## config.mk

```make
export PLATFORM = sky130hd
export DESIGN_NAME = blob_merge_split_detector_top
export DESIGN_NICKNAME = d
export VERILOG_FILES = /design/src/hdl/bmsd_pkg.sv /design/src/hdl/blob_merge_split_detector_top.sv /design/src/hdl/bmsd_ctrl.sv /design/src/hdl/bmsd_dp.sv
export SDC_FILE = /design/constraint.sdc
export NUM_CORES = 2
export LEC_CHECK = 0
export BUFFER_PORTS_ARGS = -buffer_cell sky130_fd_sc_hd__clkbuf_2
export CAP_MARGIN = 20
export CORE_MARGIN = 2
export CORE_UTILIZATION = 50
export CTS_CLUSTER_SIZE = 40
export DETAILED_ROUTE_END_ITERATION = 10
export HOLD_SLACK_MARGIN = 0.08
export PLACE_DENSITY = 0.7
export SYNTH_ARGS = -nofsm -noshare
export SYNTH_HDL_FRONTEND = slang
export SYNTH_HIERARCHICAL = 1
export SYNTH_SLANG_ARGS = --single-unit
```

## constraint.sdc

```tcl
create_clock -name clk -period 6.85 [get_ports clk]
set_clock_uncertainty 0.05 [all_clocks]
set_input_delay 0.685 -clock clk [delete_from_list [all_inputs] [get_ports clk]]
set_output_delay 0.685 -clock clk [all_outputs]
set_load 0.01 [all_outputs]
```

## src/hdl/bmsd_pkg.sv

```systemverilog
// ----------------------------------------------------------------------------
// bmsd_pkg
// shared types and constants of the blob merge / split detector
// ----------------------------------------------------------------------------
package bmsd_pkg;

  // default configuration
  localparam int SLOTS_DEF      = 16;
  localparam int COORD_BITS_DEF = 12;

  // field widths fixed by the stream format
  localparam int FIELD_W     = 12;
  localparam int IDX_FIELD_W = 4;
  localparam int OP_W        = 3;
  localparam int THR_W       = 24;
  localparam int MASK_W      = 16;
  localparam int COUNT_W     = 5;

  // operation codes
  localparam logic [OP_W-1:0] OP_CLEAR     = 3'd0;
  localparam logic [OP_W-1:0] OP_LOAD_PREV = 3'd1;
  localparam logic [OP_W-1:0] OP_LOAD_CUR  = 3'd2;
  localparam logic [OP_W-1:0] OP_MERGE     = 3'd3;
  localparam logic [OP_W-1:0] OP_SPLIT     = 3'd4;

  typedef enum logic [2:0] {
    ST_IDLE,
    ST_DECODE,
    ST_READ_J,
    ST_SCAN,
    ST_DRAIN,
    ST_DONE
  } state_t;

  // controller to datapath
  typedef struct packed {
    logic capture;   // latch the input transfer
    logic start;     // decode: clear, load, error check, reset accumulators
    logic rd_j;      // pair read address selects the second index
    logic latch_a;   // take first pair rectangle from read data
    logic latch_b;   // take second pair rectangle from read data
    logic scan_clr;  // rewind scan index
    logic scan_rd;   // read other set at scan index and advance
    logic emit;      // move result into output register
  } bmsd_cmd_t;

  // datapath to controller
  typedef struct packed {
    logic test_go;    // valid merge or split test
    logic scan_last;  // scan index at last entry of other set
    logic busy;       // overlap pipeline holds work
    logic out_free;   // output register can take a result
  } bmsd_sts_t;

endpackage

```

## src/hdl/blob_merge_split_detector_top.sv

```systemverilog
// ----------------------------------------------------------------------------
// blob_merge_split_detector_top
// merge / split test of tracked rectangles against current-frame blobs
// ----------------------------------------------------------------------------
// The block stores up to SLOTS previous-frame rectangles and up to SLOTS
// current-frame rectangles. Each input transfer is one operation and gives
// exactly one result transfer. Clear, load and any operation that fails its
// checks go from decode straight to the result hand-off; a merge or split
// test also scans the set the mask runs over: the other set's store is read
// one entry per cycle through its single registered read port, and each
// entry passes a two-stage overlap pipeline (axis overlaps, then two area
// multiplies against the threshold) before the mask settles. A finished
// result sits in the output register while the next operation is accepted.
// The user must write the threshold through cfg_wr_en and cfg_wr_data only
// while the block is idle; the block itself does not enforce this.
// ----------------------------------------------------------------------------
module blob_merge_split_detector_top #(
  parameter int SLOTS      = bmsd_pkg::SLOTS_DEF,
  parameter int COORD_BITS = bmsd_pkg::COORD_BITS_DEF
) (
  input  logic        clk,
  input  logic        rst_n,
  // operation stream
  input  logic        in_tvalid,
  output logic        in_tready,
  // rect_x, rect_y, rect_width, rect_height, first_index, second_index
  input  logic [55:0] in_tdata,
  // operation
  input  logic [2:0]  in_tuser,
  // result stream
  output logic        out_tvalid,
  input  logic        out_tready,
  // match_mask, match_count, zero fill
  output logic [23:0] out_tdata,
  // error_flag
  output logic [0:0]  out_tuser,
  // threshold register
  input  logic        cfg_wr_en,
  input  logic [23:0] cfg_wr_data
);

  bmsd_pkg::bmsd_cmd_t cmd;
  bmsd_pkg::bmsd_sts_t sts;

  logic [bmsd_pkg::MASK_W-1:0]  match_mask;
  logic [bmsd_pkg::COUNT_W-1:0] match_count;
  logic                         error_flag;

  // sequencer
  bmsd_ctrl u_ctrl (
    .clk       (clk),
    .rst_n     (rst_n),
    .in_tvalid (in_tvalid),
    .in_tready (in_tready),
    .sts       (sts),
    .cmd       (cmd)
  );

  // stores, overlap pipeline and result register
  bmsd_dp #(
    .SLOTS      (SLOTS),
    .COORD_BITS (COORD_BITS)
  ) u_dp (
    .clk          (clk),
    .rst_n        (rst_n),
    .operation    (in_tuser),
    .rect_x       (in_tdata[11:0]),
    .rect_y       (in_tdata[23:12]),
    .rect_width   (in_tdata[35:24]),
    .rect_height  (in_tdata[47:36]),
    .first_index  (in_tdata[51:48]),
    .second_index (in_tdata[55:52]),
    .cfg_wr_en    (cfg_wr_en),
    .cfg_wr_data  (cfg_wr_data),
    .cmd          (cmd),
    .sts          (sts),
    .out_valid    (out_tvalid),
    .out_ready    (out_tready),
    .match_mask   (match_mask),
    .match_count  (match_count),
    .error_flag   (error_flag)
  );

  // result packing, lowest field first
  assign out_tdata = {3'b000, match_count, match_mask};
  assign out_tuser = error_flag;

endmodule

```

## src/hdl/bmsd_ctrl.sv

```systemverilog
// ----------------------------------------------------------------------------
// bmsd_ctrl
// sequencer: decode, pair fetch, scan of the other set, drain, result hand-off
// ----------------------------------------------------------------------------
module bmsd_ctrl (
  input  logic                clk,
  input  logic                rst_n,
  input  logic                in_tvalid,
  output logic                in_tready,
  input  bmsd_pkg::bmsd_sts_t sts,
  output bmsd_pkg::bmsd_cmd_t cmd
);

  bmsd_pkg::state_t state_r, state_nxt;

  always_ff @(posedge clk) begin
    if (!rst_n) begin
      state_r <= bmsd_pkg::ST_IDLE;
    end else begin
      state_r <= state_nxt;
    end
  end

  always_comb begin
    state_nxt = state_r;
    unique case (state_r)
      bmsd_pkg::ST_IDLE: begin
        if (in_tvalid) state_nxt = bmsd_pkg::ST_DECODE;
      end
      bmsd_pkg::ST_DECODE: begin
        if (sts.test_go) state_nxt = bmsd_pkg::ST_READ_J;
        else             state_nxt = bmsd_pkg::ST_DONE;
      end
      bmsd_pkg::ST_READ_J: begin
        state_nxt = bmsd_pkg::ST_SCAN;
      end
      bmsd_pkg::ST_SCAN: begin
        if (sts.scan_last) state_nxt = bmsd_pkg::ST_DRAIN;
      end
      bmsd_pkg::ST_DRAIN: begin
        if (!sts.busy) state_nxt = bmsd_pkg::ST_DONE;
      end
      bmsd_pkg::ST_DONE: begin
        if (sts.out_free) state_nxt = bmsd_pkg::ST_IDLE;
      end
      default: state_nxt = bmsd_pkg::ST_IDLE;
    endcase
  end

  always_comb begin
    cmd       = '0;
    in_tready = 1'b0;
    unique case (state_r)
      bmsd_pkg::ST_IDLE: begin
        in_tready   = 1'b1;
        cmd.capture = in_tvalid;
      end
      bmsd_pkg::ST_DECODE: begin
        cmd.start = 1'b1;
      end
      bmsd_pkg::ST_READ_J: begin
        cmd.latch_a  = 1'b1;
        cmd.rd_j     = 1'b1;
        cmd.scan_clr = 1'b1;
      end
      bmsd_pkg::ST_SCAN: begin
        // pair address stays on j so the read data keeps the second rect
        cmd.rd_j    = 1'b1;
        cmd.latch_b = 1'b1;
        cmd.scan_rd = 1'b1;
      end
      bmsd_pkg::ST_DRAIN: begin
        cmd.rd_j = 1'b1;
      end
      bmsd_pkg::ST_DONE: begin
        cmd.emit = sts.out_free;
      end
      default: begin
        cmd = '0;
      end
    endcase
  end

endmodule

```

## src/hdl/bmsd_dp.sv

```systemverilog
// ----------------------------------------------------------------------------
// bmsd_dp
// rectangle stores, overlap pipeline, result accumulators and output register
// ----------------------------------------------------------------------------
module bmsd_dp #(
  parameter int SLOTS      = bmsd_pkg::SLOTS_DEF,
  parameter int COORD_BITS = bmsd_pkg::COORD_BITS_DEF
) (
  input  logic                                clk,
  input  logic                                rst_n,
  // captured on an input transfer
  input  logic [bmsd_pkg::OP_W-1:0]           operation,
  input  logic [bmsd_pkg::FIELD_W-1:0]        rect_x,
  input  logic [bmsd_pkg::FIELD_W-1:0]        rect_y,
  input  logic [bmsd_pkg::FIELD_W-1:0]        rect_width,
  input  logic [bmsd_pkg::FIELD_W-1:0]        rect_height,
  input  logic [bmsd_pkg::IDX_FIELD_W-1:0]    first_index,
  input  logic [bmsd_pkg::IDX_FIELD_W-1:0]    second_index,
  // configuration
  input  logic                                cfg_wr_en,
  input  logic [bmsd_pkg::THR_W-1:0]          cfg_wr_data,
  // control
  input  bmsd_pkg::bmsd_cmd_t                 cmd,
  output bmsd_pkg::bmsd_sts_t                 sts,
  // result
  output logic                                out_valid,
  input  logic                                out_ready,
  output logic [bmsd_pkg::MASK_W-1:0]         match_mask,
  output logic [bmsd_pkg::COUNT_W-1:0]        match_count,
  output logic                                error_flag
);

  localparam int IDX_W  = (SLOTS > 1) ? $clog2(SLOTS) : 1;
  localparam int CNT_W  = $clog2(SLOTS + 1);
  localparam int RECT_W = 4 * COORD_BITS;
  localparam int EDGE_W = COORD_BITS + 1;
  localparam int AREA_W = 2 * EDGE_W;
  localparam int CMP_W  = (AREA_W > bmsd_pkg::THR_W) ? AREA_W : bmsd_pkg::THR_W;
  localparam int IC_W   = CNT_W + bmsd_pkg::IDX_FIELD_W;

  // overlap length along one axis, zero when disjoint
  function automatic logic [EDGE_W-1:0] span(
    input logic [COORD_BITS-1:0] a_lo,
    input logic [COORD_BITS-1:0] a_len,
    input logic [COORD_BITS-1:0] b_lo,
    input logic [COORD_BITS-1:0] b_len
  );
    logic [EDGE_W-1:0] a_end;
    logic [EDGE_W-1:0] b_end;
    logic [EDGE_W-1:0] lo;
    logic [EDGE_W-1:0] hi;
    a_end = EDGE_W'(a_lo) + EDGE_W'(a_len);
    b_end = EDGE_W'(b_lo) + EDGE_W'(b_len);
    lo    = (a_lo > b_lo) ? EDGE_W'(a_lo) : EDGE_W'(b_lo);
    hi    = (a_end < b_end) ? a_end : b_end;
    return (hi > lo) ? (hi - lo) : '0;
  endfunction

  // captured item
  logic [bmsd_pkg::OP_W-1:0]        op_r;
  logic [bmsd_pkg::IDX_FIELD_W-1:0] i_r, j_r;
  logic [RECT_W-1:0]                new_rect_r;

  // stores
  logic [RECT_W-1:0] prev_mem [SLOTS];
  logic [RECT_W-1:0] cur_mem  [SLOTS];
  logic [RECT_W-1:0] prev_q_r, cur_q_r;
  logic [CNT_W-1:0]  prev_cnt_r, cur_cnt_r;
  logic [bmsd_pkg::THR_W-1:0] thr_r;

  // scan and pipeline
  logic [IDX_W-1:0]  k_r, k1_r, k2_r;
  logic              v1_r, v2_r;
  logic [RECT_W-1:0] pa_r, pb_r;
  logic [EDGE_W-1:0] dxa_r, dya_r, dxb_r, dyb_r;

  // accumulators and output
  logic [bmsd_pkg::MASK_W-1:0]  mask_r;
  logic [bmsd_pkg::COUNT_W-1:0] cnt_r;
  logic                         err_r;
  logic                         out_valid_r;
  logic [bmsd_pkg::MASK_W-1:0]  out_mask_r;
  logic [bmsd_pkg::COUNT_W-1:0] out_cnt_r;
  logic                         out_err_r;

  logic              merge;
  logic [CNT_W-1:0]  pair_cnt, other_cnt;
  logic [IDX_W-1:0]  pair_addr, prev_addr, cur_addr, other_last;
  logic [RECT_W-1:0] pair_q, other_q;
  logic              is_test, pair_bad, err_c;
  logic              prev_we, cur_we;
  logic [AREA_W-1:0] area_a, area_b;
  logic              hit;

  assign merge     = (op_r == bmsd_pkg::OP_MERGE);
  assign pair_cnt  = merge ? prev_cnt_r : cur_cnt_r;
  assign other_cnt = merge ? cur_cnt_r : prev_cnt_r;
  assign pair_addr = cmd.rd_j ? j_r[IDX_W-1:0] : i_r[IDX_W-1:0];
  assign prev_addr = merge ? pair_addr : k_r;
  assign cur_addr  = merge ? k_r : pair_addr;
  assign pair_q    = merge ? prev_q_r : cur_q_r;
  assign other_q   = merge ? cur_q_r : prev_q_r;
  assign other_last = IDX_W'(other_cnt - CNT_W'(1));

  assign is_test  = (op_r == bmsd_pkg::OP_MERGE) || (op_r == bmsd_pkg::OP_SPLIT);
  assign pair_bad = (i_r >= j_r) || (IC_W'(j_r) >= IC_W'(pair_cnt));

  always_comb begin
    unique case (op_r)
      bmsd_pkg::OP_CLEAR:     err_c = 1'b0;
      bmsd_pkg::OP_LOAD_PREV: err_c = (prev_cnt_r >= CNT_W'(SLOTS));
      bmsd_pkg::OP_LOAD_CUR:  err_c = (cur_cnt_r >= CNT_W'(SLOTS));
      bmsd_pkg::OP_MERGE,
      bmsd_pkg::OP_SPLIT:     err_c = pair_bad || (other_cnt == '0);
      default:                err_c = 1'b1;
    endcase
  end

  assign prev_we = cmd.start && (op_r == bmsd_pkg::OP_LOAD_PREV) && !err_c;
  assign cur_we  = cmd.start && (op_r == bmsd_pkg::OP_LOAD_CUR) && !err_c;

  // stage two: areas against the threshold
  assign area_a = dxa_r * dya_r;
  assign area_b = dxb_r * dyb_r;
  assign hit    = (CMP_W'(area_a) > CMP_W'(thr_r)) && (CMP_W'(area_b) > CMP_W'(thr_r));

  assign sts.test_go   = is_test && !err_c;
  assign sts.scan_last = (k_r == other_last);
  assign sts.busy      = v1_r || v2_r;
  assign sts.out_free  = !out_valid_r || out_ready;

  assign out_valid   = out_valid_r;
  assign match_mask  = out_mask_r;
  assign match_count = out_cnt_r;
  assign error_flag  = out_err_r;

  always_ff @(posedge clk) begin
    if (prev_we) prev_mem[prev_cnt_r[IDX_W-1:0]] <= new_rect_r;
    prev_q_r <= prev_mem[prev_addr];
  end

  always_ff @(posedge clk) begin
    if (cur_we) cur_mem[cur_cnt_r[IDX_W-1:0]] <= new_rect_r;
    cur_q_r <= cur_mem[cur_addr];
  end

  // control state
  always_ff @(posedge clk) begin
    if (!rst_n) begin
      prev_cnt_r  <= '0;
      cur_cnt_r   <= '0;
      thr_r       <= '0;
      v1_r        <= 1'b0;
      v2_r        <= 1'b0;
      out_valid_r <= 1'b0;
    end else begin
      if (cfg_wr_en) thr_r <= cfg_wr_data;
      if (cmd.start && (op_r == bmsd_pkg::OP_CLEAR)) begin
        prev_cnt_r <= '0;
        cur_cnt_r  <= '0;
      end
      if (prev_we) prev_cnt_r <= prev_cnt_r + CNT_W'(1);
      if (cur_we)  cur_cnt_r  <= cur_cnt_r + CNT_W'(1);
      v1_r <= cmd.scan_rd;
      v2_r <= v1_r;
      if (cmd.emit)      out_valid_r <= 1'b1;
      else if (out_ready) out_valid_r <= 1'b0;
    end
  end

  // payload
  always_ff @(posedge clk) begin
    if (cmd.capture) begin
      op_r       <= operation;
      i_r        <= first_index;
      j_r        <= second_index;
      new_rect_r <= {COORD_BITS'(rect_height), COORD_BITS'(rect_width),
                     COORD_BITS'(rect_y), COORD_BITS'(rect_x)};
    end
    if (cmd.scan_clr)     k_r <= '0;
    else if (cmd.scan_rd) k_r <= k_r + IDX_W'(1);
    k1_r <= k_r;
    k2_r <= k1_r;
    if (cmd.latch_a) pa_r <= pair_q;
    if (cmd.latch_b) pb_r <= pair_q;
    // stage one: axis overlaps of the other rect with both pair rects
    dxa_r <= span(pa_r[COORD_BITS-1:0], pa_r[3*COORD_BITS-1:2*COORD_BITS],
                  other_q[COORD_BITS-1:0], other_q[3*COORD_BITS-1:2*COORD_BITS]);
    dya_r <= span(pa_r[2*COORD_BITS-1:COORD_BITS], pa_r[4*COORD_BITS-1:3*COORD_BITS],
                  other_q[2*COORD_BITS-1:COORD_BITS],
                  other_q[4*COORD_BITS-1:3*COORD_BITS]);
    dxb_r <= span(pb_r[COORD_BITS-1:0], pb_r[3*COORD_BITS-1:2*COORD_BITS],
                  other_q[COORD_BITS-1:0], other_q[3*COORD_BITS-1:2*COORD_BITS]);
    dyb_r <= span(pb_r[2*COORD_BITS-1:COORD_BITS], pb_r[4*COORD_BITS-1:3*COORD_BITS],
                  other_q[2*COORD_BITS-1:COORD_BITS],
                  other_q[4*COORD_BITS-1:3*COORD_BITS]);
    if (cmd.start) begin
      mask_r <= '0;
      cnt_r  <= '0;
      err_r  <= err_c;
    end else if (v2_r && hit) begin
      mask_r <= mask_r | (bmsd_pkg::MASK_W'(1) << k2_r);
      cnt_r  <= cnt_r + bmsd_pkg::COUNT_W'(1);
    end
    if (cmd.emit) begin
      out_mask_r <= mask_r;
      out_cnt_r  <= cnt_r;
      out_err_r  <= err_r;
    end
  end

endmodule

```

Word level (Yosys, flattened, before mapping)

Memory sizes are Yosys's and may differ from the RTL's. A register that Yosys moved wholly into a read port is not among the register bits.
Index checks and enable logic that the tools add are counted.

$add $sub $neg: 15
Shift-type cells: 1
Muxes and demuxes: 38
Eq/ne operators: 14
Bitwise operators: 1
Div/mod/pow operators: 0
Reduce and logical (&&, ||, !) cells: 24
Multiply operators: 2
Order comparisons: 18

Operators with widths:

| kind                                             | count |
|---|---|
| two-way mux 48 bit                               | 2 |
| adder 12 x 12 -> 13 bit                          | 6 |
| > comparator 13 bit                              | 4 |
| > comparator 26 x 24 -> 1 bit                    | 2 |
| less-than comparator 13 bit                      | 4 |
| multiplier 13 x 13 -> 26 bit                     | 2 |
| two-way mux 13 bit                               | 4 |
| subtractor 13 bit                                | 4 |
| > comparator 12 bit                              | 4 |
| two-way mux 12 bit                               | 4 |
| two-way mux 5 bit                                | 5 |
| case mux 3 bit (6 select lines)                  | 1 |
| OR 16 bit                                        | 1 |
| left shift 1 x 4 -> 16 bit, first input constant | 1 |
| adder 5 x 1 -> 5 bit, second input constant      | 3 |
| two-way mux 3 bit                                | 5 |
| two-way mux 1 bit                                | 13 |
| == test 3 x 2 -> 1 bit, second input constant    | 4 |
| two-way mux 4 bit                                | 3 |
| >= comparator 5 bit, second input constant       | 2 |
| == test 3 bit, second input constant             | 3 |
| logical AND 1 bit                                | 8 |
| == test 3 x 1 -> 1 bit, second input constant    | 2 |
| zero test 3 bit                                  | 2 |
| 15 further kinds                                 | 24 |

Memories: 2
Logic and storage cells: 141
Input bits: 88
Bits in registers: 303
Output and inout bits: 27
RAM bits: 1536
Bits in read-only memories: 0
Latch bits: 0

Memory list:

| name          | depth | width | rd ports | clocked after Yosys merged registers in | write ports | line          | RTL |
|---|---|---|---|---|---|---|---|
| u_dp.cur_mem  | 16    | 48    | 1        | 1                                       | 1           | bmsd_dp.sv:66 | `logic [RECT_W-1:0] cur_mem [SLOTS];` |
| u_dp.prev_mem | 16    | 48    | 1        | 1                                       | 1           | bmsd_dp.sv:65 | `logic [RECT_W-1:0] prev_mem [SLOTS];` |

Depth between registers and ports, before layout

Depth in word-level cells: 10
Depth in mapped cells: 39
Depth with buffers taken out: 34

Modules after synthesis

The synthesis kept the hierarchy.

By module, submodules not included:

| module                        | area an instance (µm²) | cells an instance | times used | seq. area each (µm²) |
|---|---|---|---|---|
| bmsd_dp                       | 91776.8                | 5846              | 1          | 55833.5 |
| bmsd_ctrl                     | 267.8                  | 36                | 1          | 60.1 |
| blob_merge_split_detector_top | 26.3                   | 4                 | 1          | 0.0 |

Worst setup path after synthesis

Ideal clock, no wire load.

Path kind: reg-to-reg
Start: register u_dp/op_r[0] (netlist bit)
End: register u_dp.dxb_r[0]
Path slack: -0.702 ns
Library setup time: 0.132 ns
Arrival time: 7.370 ns
Required time: 6.668 ns
Cell stages (with the launch flop): 37
Period minus slack after synthesis: 7.552 ns
Buffers on the path: 7
Path through: edfxtp_1 -> nand3b_1 -> buf_2 -> buf_2 -> buf_2 -> buf_1 -> mux2_2 -> ha_1 -> a21o_1 -> a21oi_1 -> o21bai_1 -> a21o_1 -> a21oi_1 -> o21ai_1 -> o41ai_1 -> xnor2_1 -> inv_1 -> ha_1 -> and4_1 -> a21oi_1 -> nand2_1 -> or4_1 -> a21oi_1 -> or2_1 -> buf_4 -> clkbuf_1 -> o21ai_0 -> ha_1 -> o21ai_1 -> a21boi_1 -> o21ai_0 -> a211oi_1 -> o31a_1 -> o21ai_1 -> a21o_1 -> clkbuf_1 -> a21oi_1

Word-level cells in the longest chain between the ends: 6
Elaborated cells on any way between the ends: 9
Those cells by class: add/sub (2); order compare (3); eq/ne (1); mux (3)

Ends and longest elaborated chain:

| item                                                     | line           | RTL |
|---|---|---|
| from (decl)                                              | bmsd_dp.sv:60  | `logic [bmsd_pkg::OP_W-1:0] op_r;` |
| from (signal assigned)                                   | bmsd_dp.sv:174 | `op_r <= operation;` |
| == test 3 x 2 -> 1 bit *                                 | bmsd_dp.sv:95  | `assign merge = (op_r == bmsd_pkg::OP_MERGE);` |
| two-way mux 48 bit *                                     | bmsd_dp.sv:102 | `assign other_q = merge ? cur_q_r : prev_q_r;` |
| adder 12 x 12 -> 13 bit                                  | bmsd_dp.sv:53  | `b_end = EDGE_W'(b_lo) + EDGE_W'(b_len);` |
| less-than comparator 13 bit                              | bmsd_dp.sv:55  | `hi = (a_end < b_end) ? a_end : b_end;` |
| two-way mux 13 bit                                       | bmsd_dp.sv:55  |  |
| subtractor 13 bit or > comparator 13 bit (tied branches) | bmsd_dp.sv:56  | `return (hi > lo) ? (hi - lo) : '0;` |
| to (signal assigned)                                     | bmsd_dp.sv:192 | `dxb_r <= span(pb_r[COORD_BITS-1:0], pb_r[3*COORD_BITS-1:2*COORD_BITS],` |
| to (decl)                                                | bmsd_dp.sv:75  | `logic [EDGE_W-1:0] dxa_r, dya_r, dxb_r, dyb_r;` |

Mark *: on every way between the ends. The rest lies on a longest branch, timed or not.
A chain may end at the register's enable or synchronous reset.

Worst setup path in the final report

Start: register u_dp.dxb_r[6]
End: register u_dp/mask_r[14] (netlist bit)

Word-level cells in the longest chain between the ends: 4

Ends and longest elaborated chain:

| item                          | line           | RTL |
|---|---|---|
| multiplier 13 x 13 -> 26 bit  | bmsd_dp.sv:124 | `assign area_b = dxb_r * dyb_r;` |
| > comparator 26 x 24 -> 1 bit | bmsd_dp.sv:125 | `assign hit = (CMP_W'(area_a) > CMP_W'(thr_r)) && (CMP_W'(area_b) > CMP_W'(thr_r));` |
| logical AND 1 bit             | bmsd_dp.sv:125 |  |
| logical AND 1 bit             | bmsd_dp.sv:201 | `end else if (v2_r && hit) begin` |
| to (signal assigned)          | bmsd_dp.sv:202 | `mask_r <= mask_r \| (bmsd_pkg::MASK_W'(1) << k2_r);` |
| to (decl)                     | bmsd_dp.sv:78  | `logic [bmsd_pkg::MASK_W-1:0] mask_r;` |

No other way between the ends.

==> summary.md <==
| Metric | Value |
|---|---|
| Post-synth EDFFs | 1714 |
| Clock share of power | approximately a fifth |
| Worst Setup Path Type | flip-flop to flip-flop |
| Seq cells post-synth | slightly below 2k |
| Minimum clock period | about 7300 ps |
| Critical Path Start Type | flip-flop |
| CP required | around 7500 ps |
| Final setup fails | between 40 and 50 |
| CP Capture Type | flip-flop |
| Yosys warning count | 6 |
| Final RePlAce weighted congestion | around 0.9 |
| Syn avg cell area | approximately 16 µm² |
| Vias per cell | a little under 6 |
| Clock slew seen by the registers of the worst setup and hold paths | 60 ps |
| Switching Fraction | 37.3% |
| Wl on met1 | 94500 µm |
| First-pass GRT wire length | approximately 350000 µm |
| Post-Syn Instances | a little under 6k |
| Die X | 433 µm |
| DP HPWL | approximately 150000 µm |
| Initial DRC count | between 5k and 6k |
| Worst setup margin | -479 ps |
| Starting Density | 50.3% |
| Wire length on met3 | between 15000 and 20000 µm |
| Worst Path Buf+Inv | 9 |
| Total CTS buffers | 188 |
| H-tree levels | 4 |
| Dpl ws | -738 ps |
| Post-DRT Antenna Nets | 0 |
| Sequential Power Share | between 20% and 30% |
| Fmax | around 0.14 GHz |
| Crit path DAT | 7960 ps |
| Tightest Pin Transition | ~1100 ps |
| Sw Pwr | slightly above 20 mW |
| Tot GR Track Use | between 20% and 30% |
| P_leak | a little over 40 nW |
| Number of core rows | ~160 |
| Top delay family on crit path | adder cells |
| Hold Crit Class | input port to flip-flop |
| Synth Flop Type | edfxtp_1 |
| Register area share after synthesis | a little over 60% |
| Syn-to-layout area delta | 18.1% |
| WL final | between 200000 and 250000 µm |
| Internal power | between 30 and 40 mW |
| Final nets | 7407 |
| Failing checks | setup timing |
| DRC | 0 |
| Post-route clock period utilization | 107% |
| Mapped cell area | 0.0921 mm² |
| Met2 routed WL | approximately 110000 µm |
| Root buffer cell | clkbuf_16 |
| Endpoints failing hold | 0 |
| Fillcell total | about 14k |
| Status | finished, violations left |
| Pins Over Slew Limit | 0 |
| CP dominant cell by count | fa_1 |
| Die height | 433 µm |
| Clock Path Buffers | 3 |
| Layout cells sized above 1 | 27.3% |
| Grt total ovfl | 0 |
| Unique masters post-synth | 68 |
| CP max FO | 10 |
| Fraction of registers with async set/reset | 0% |
| CTS tree | built |
| Top Ports | ~120 |
| Max Cap Viol | 0 |
| Comb power frac | a little under three fifths |
| Vias in the first global route | roughly 54k |
| Peak supply drop | between 0.9 and 1 mV |
| Full die area | 0.188 mm² |
| RSZ-0062 raised after global routing | yes |
| CTS Sinks | 1935 |
| Drt wl/cell | 25.3 µm |
| Cell Pwr Density | around 500 mW/mm² |
| Core area | 0.183 mm² |
| Highest Signal Layer | met5 |
| Critical-path top delay cell | fa_1 |
| Max stage delay on crit path | between 500 and 600 ps |
| Antenna violations before repair | 4 |
| Worst-Skew Late Latency | roughly 840 ps |
| Utilization after layout | 59.4% |
| Pre-antenna DRT Iters | 8 |
| Rel. slew slack | a little over a quarter |
| Via count | 53.4k |
| Largest net degree at the start of global routing | approximately 120 |
| Port Buffer Count | ~110 |
==> what timing repair did <==
item	in CTS	in global routing
hold buffers	83	0
buffers inserted	105	42
hold endpoints to repair	83	0
gates resized for setup	251	187
pin swaps	132	123
gates cloned	5	0
endpoints found under the setup margin	73	73
==> synthesized netlist by cell type (7+ instances only) <==
master	number	share of area (%)
o21ai_1	31	0.17
xor2_1	53	0.50
a21oi_1	263	1.4
buf_2	46	0.25
fa_1	252	5.5
or3_1	11	0.075
nor3_1	56	0.30
nand4_1	38	0.26
buf_4	38	0.31
a2111oi_0	7	0.067
nand2b_1	38	0.26
a21o_1	116	0.95
nor2b_1	157	1.1
xnor2_1	83	0.79
and2_1	187	1.3
and4_1	10	0.095
o22ai_1	10	0.068
nand2_1	260	1.1
dfxtp_1	221	4.8
nand3_1	47	0.26
inv_1	468	1.9
a211oi_1	121	0.99
ha_1	425	5.8
o21a_1	21	0.17
buf_1	16	0.065
mux4_2	384	9.4
mux2i_1	179	1.9
o41ai_1	7	0.067
nor2_1	120	0.49
a31oi_1	13	0.088
clkbuf_1	148	0.60
and3_1	17	0.12
o21bai_1	33	0.27
o211ai_1	10	0.082
mux2_2	113	1.4
edfxtp_1	1714	56
mux2_1	8	0.098
o21ai_0	90	0.49
==> path summary, 6_finish.rpt <==
check,startpoint,to,slack [ps],depth (start not counted)
worst max-delay path,u_dp/dxb_r[6]$_SDFF_PP0_,u_dp/mask_r[14]$_SDFFE_PP0P_,-480,33
worst min-delay path,out_tready,u_dp/out_valid$_SDFFE_PN0P_,170,3
worst max register to register,u_dp/dxb_r[6]$_SDFF_PP0_,u_dp/mask_r[14]$_SDFFE_PP0P_,-480,33
worst min register to register,u_dp/k1_r[0]$_DFF_P_,u_dp/k2_r[0]$_DFF_P_,270,0
==> layout make-up <==
| type | count | area [µm²] | share of cell area [%] |
|---|---|---|---|
| Clock inverter | 91 | 920 | 0.846 |
| Multi-Input combinational cell | 3231 | 35300 | 32.4 |
| Inverter | 471 | 1770 | 1.63 |
| Sequential cell | 1935 | 55900 | 51.4 |
| Timing Repair Buffer | 815 | 6510 | 5.99 |
| Antenna cell | 1 | 2.50 | 0.00230 |
| Clock buffer | 262 | 5250 | 4.82 |
| Tap cell | 2464 | 3080 | 2.83 |
==> cells in the final DEF, fill, tap and decap left out, drive strengths merged, types with 38 or more instances in the layout <==
cell            n
a21o          116
a21oi         265
nand2b         38
nand2         261
nand3          47
clkbuf        373
mux2i         179
clkinv         67
mux2          121
xnor2          83
ha            425
and2          187
buf           621
nor2          120
fa            252
xor2           53
nor3           56
dlygate4sd3    83
dfxtp         221
a211oi        123
inv           475
o21ai         121
nor2b         157
mux4          384
nand4          38
edfxtp       1714
==> layer usage <==
layer  vias to the layer above  track usage, %
met2                      2093            41.6
met4                         2            8.66
met1                     27300            33.8
li1                      23600               -
met3                       377            3.65
met5                         -               0
==> kinds of logic (layout without fill, tap and decap cells) <==
family	count (synthesis)	count (layout)	synth area share, %
adder cells (fa/ha/maj)	677	677	11.3
XOR/XNOR	136	136	1.29
flip-flops	1935	1935	60.7
other	1	4	0.00407
buffers and inverters	722	1639	3.19
AO/OA/AOI/OAI	767	767	5.29
multiplexers	684	684	12.8
AND/OR/NAND/NOR	964	964	5.44
==> registers in the layout, summed over array words and instances (netlist names), 16 cells and up <==
signal and cells:
u_dp/new_rect_r 48, u_dp/mask_r 16, u_dp/prev_q_r 48, u_dp/prev_mem 768, u_dp/pb_r 48, u_dp/thr_r 24
u_dp/match_mask 16, u_dp/pa_r 48, u_dp/cur_q_r 48, u_dp/cur_mem 768
==> per-stage QoR <==
stage | std cells | area (µm²) | TNS [ps] | total power [mW] | hold slack, ps
after global placement | 8710 | 99000 | -16870 | 40.1 | 261
after global routing | 9269 | 109000 | -29270 | 58.3 | 170
after detailed placement | 8710 | 99000 | -26030 | 40.8 | 262
final | 9270 | 109000 | -12650 | 54.1 | 173
after CTS | 9246 | 108000 | -14180 | 53.1 | 110
after floorplan | 5888 | 92300 | -1080 | 31.4 | 260
==> power by group through the flow <==
| stage | combinational [mW] | sequential [mW] | clock (mW) |
|---|---|---|---|
| 2_1_floorplan | 17.7 | 13.7 | 0 |
| 3_3_place_gp | 26.1 | 14.1 | 0 |
| 3_5_place_dp | 26.7 | 14.1 | 0 |
| 4_1_cts | 28.9 | 13.9 | 10.4 |
| 5_1_grt | 33.6 | 13.9 | 10.8 |
| 6_report | 30.0 | 13.9 | 10.2 |
==> worst min-delay path: cells and delay by family <==
| kind | cells | cell delay [ps] |
|---|---|---|
| AOI/OAI and AO/OA | 1 | 90 |
| buffers and inverters | 1 | 70 |
| and+or+nand+nor | 1 | 130 |
(Power assumes the default switching activity.)
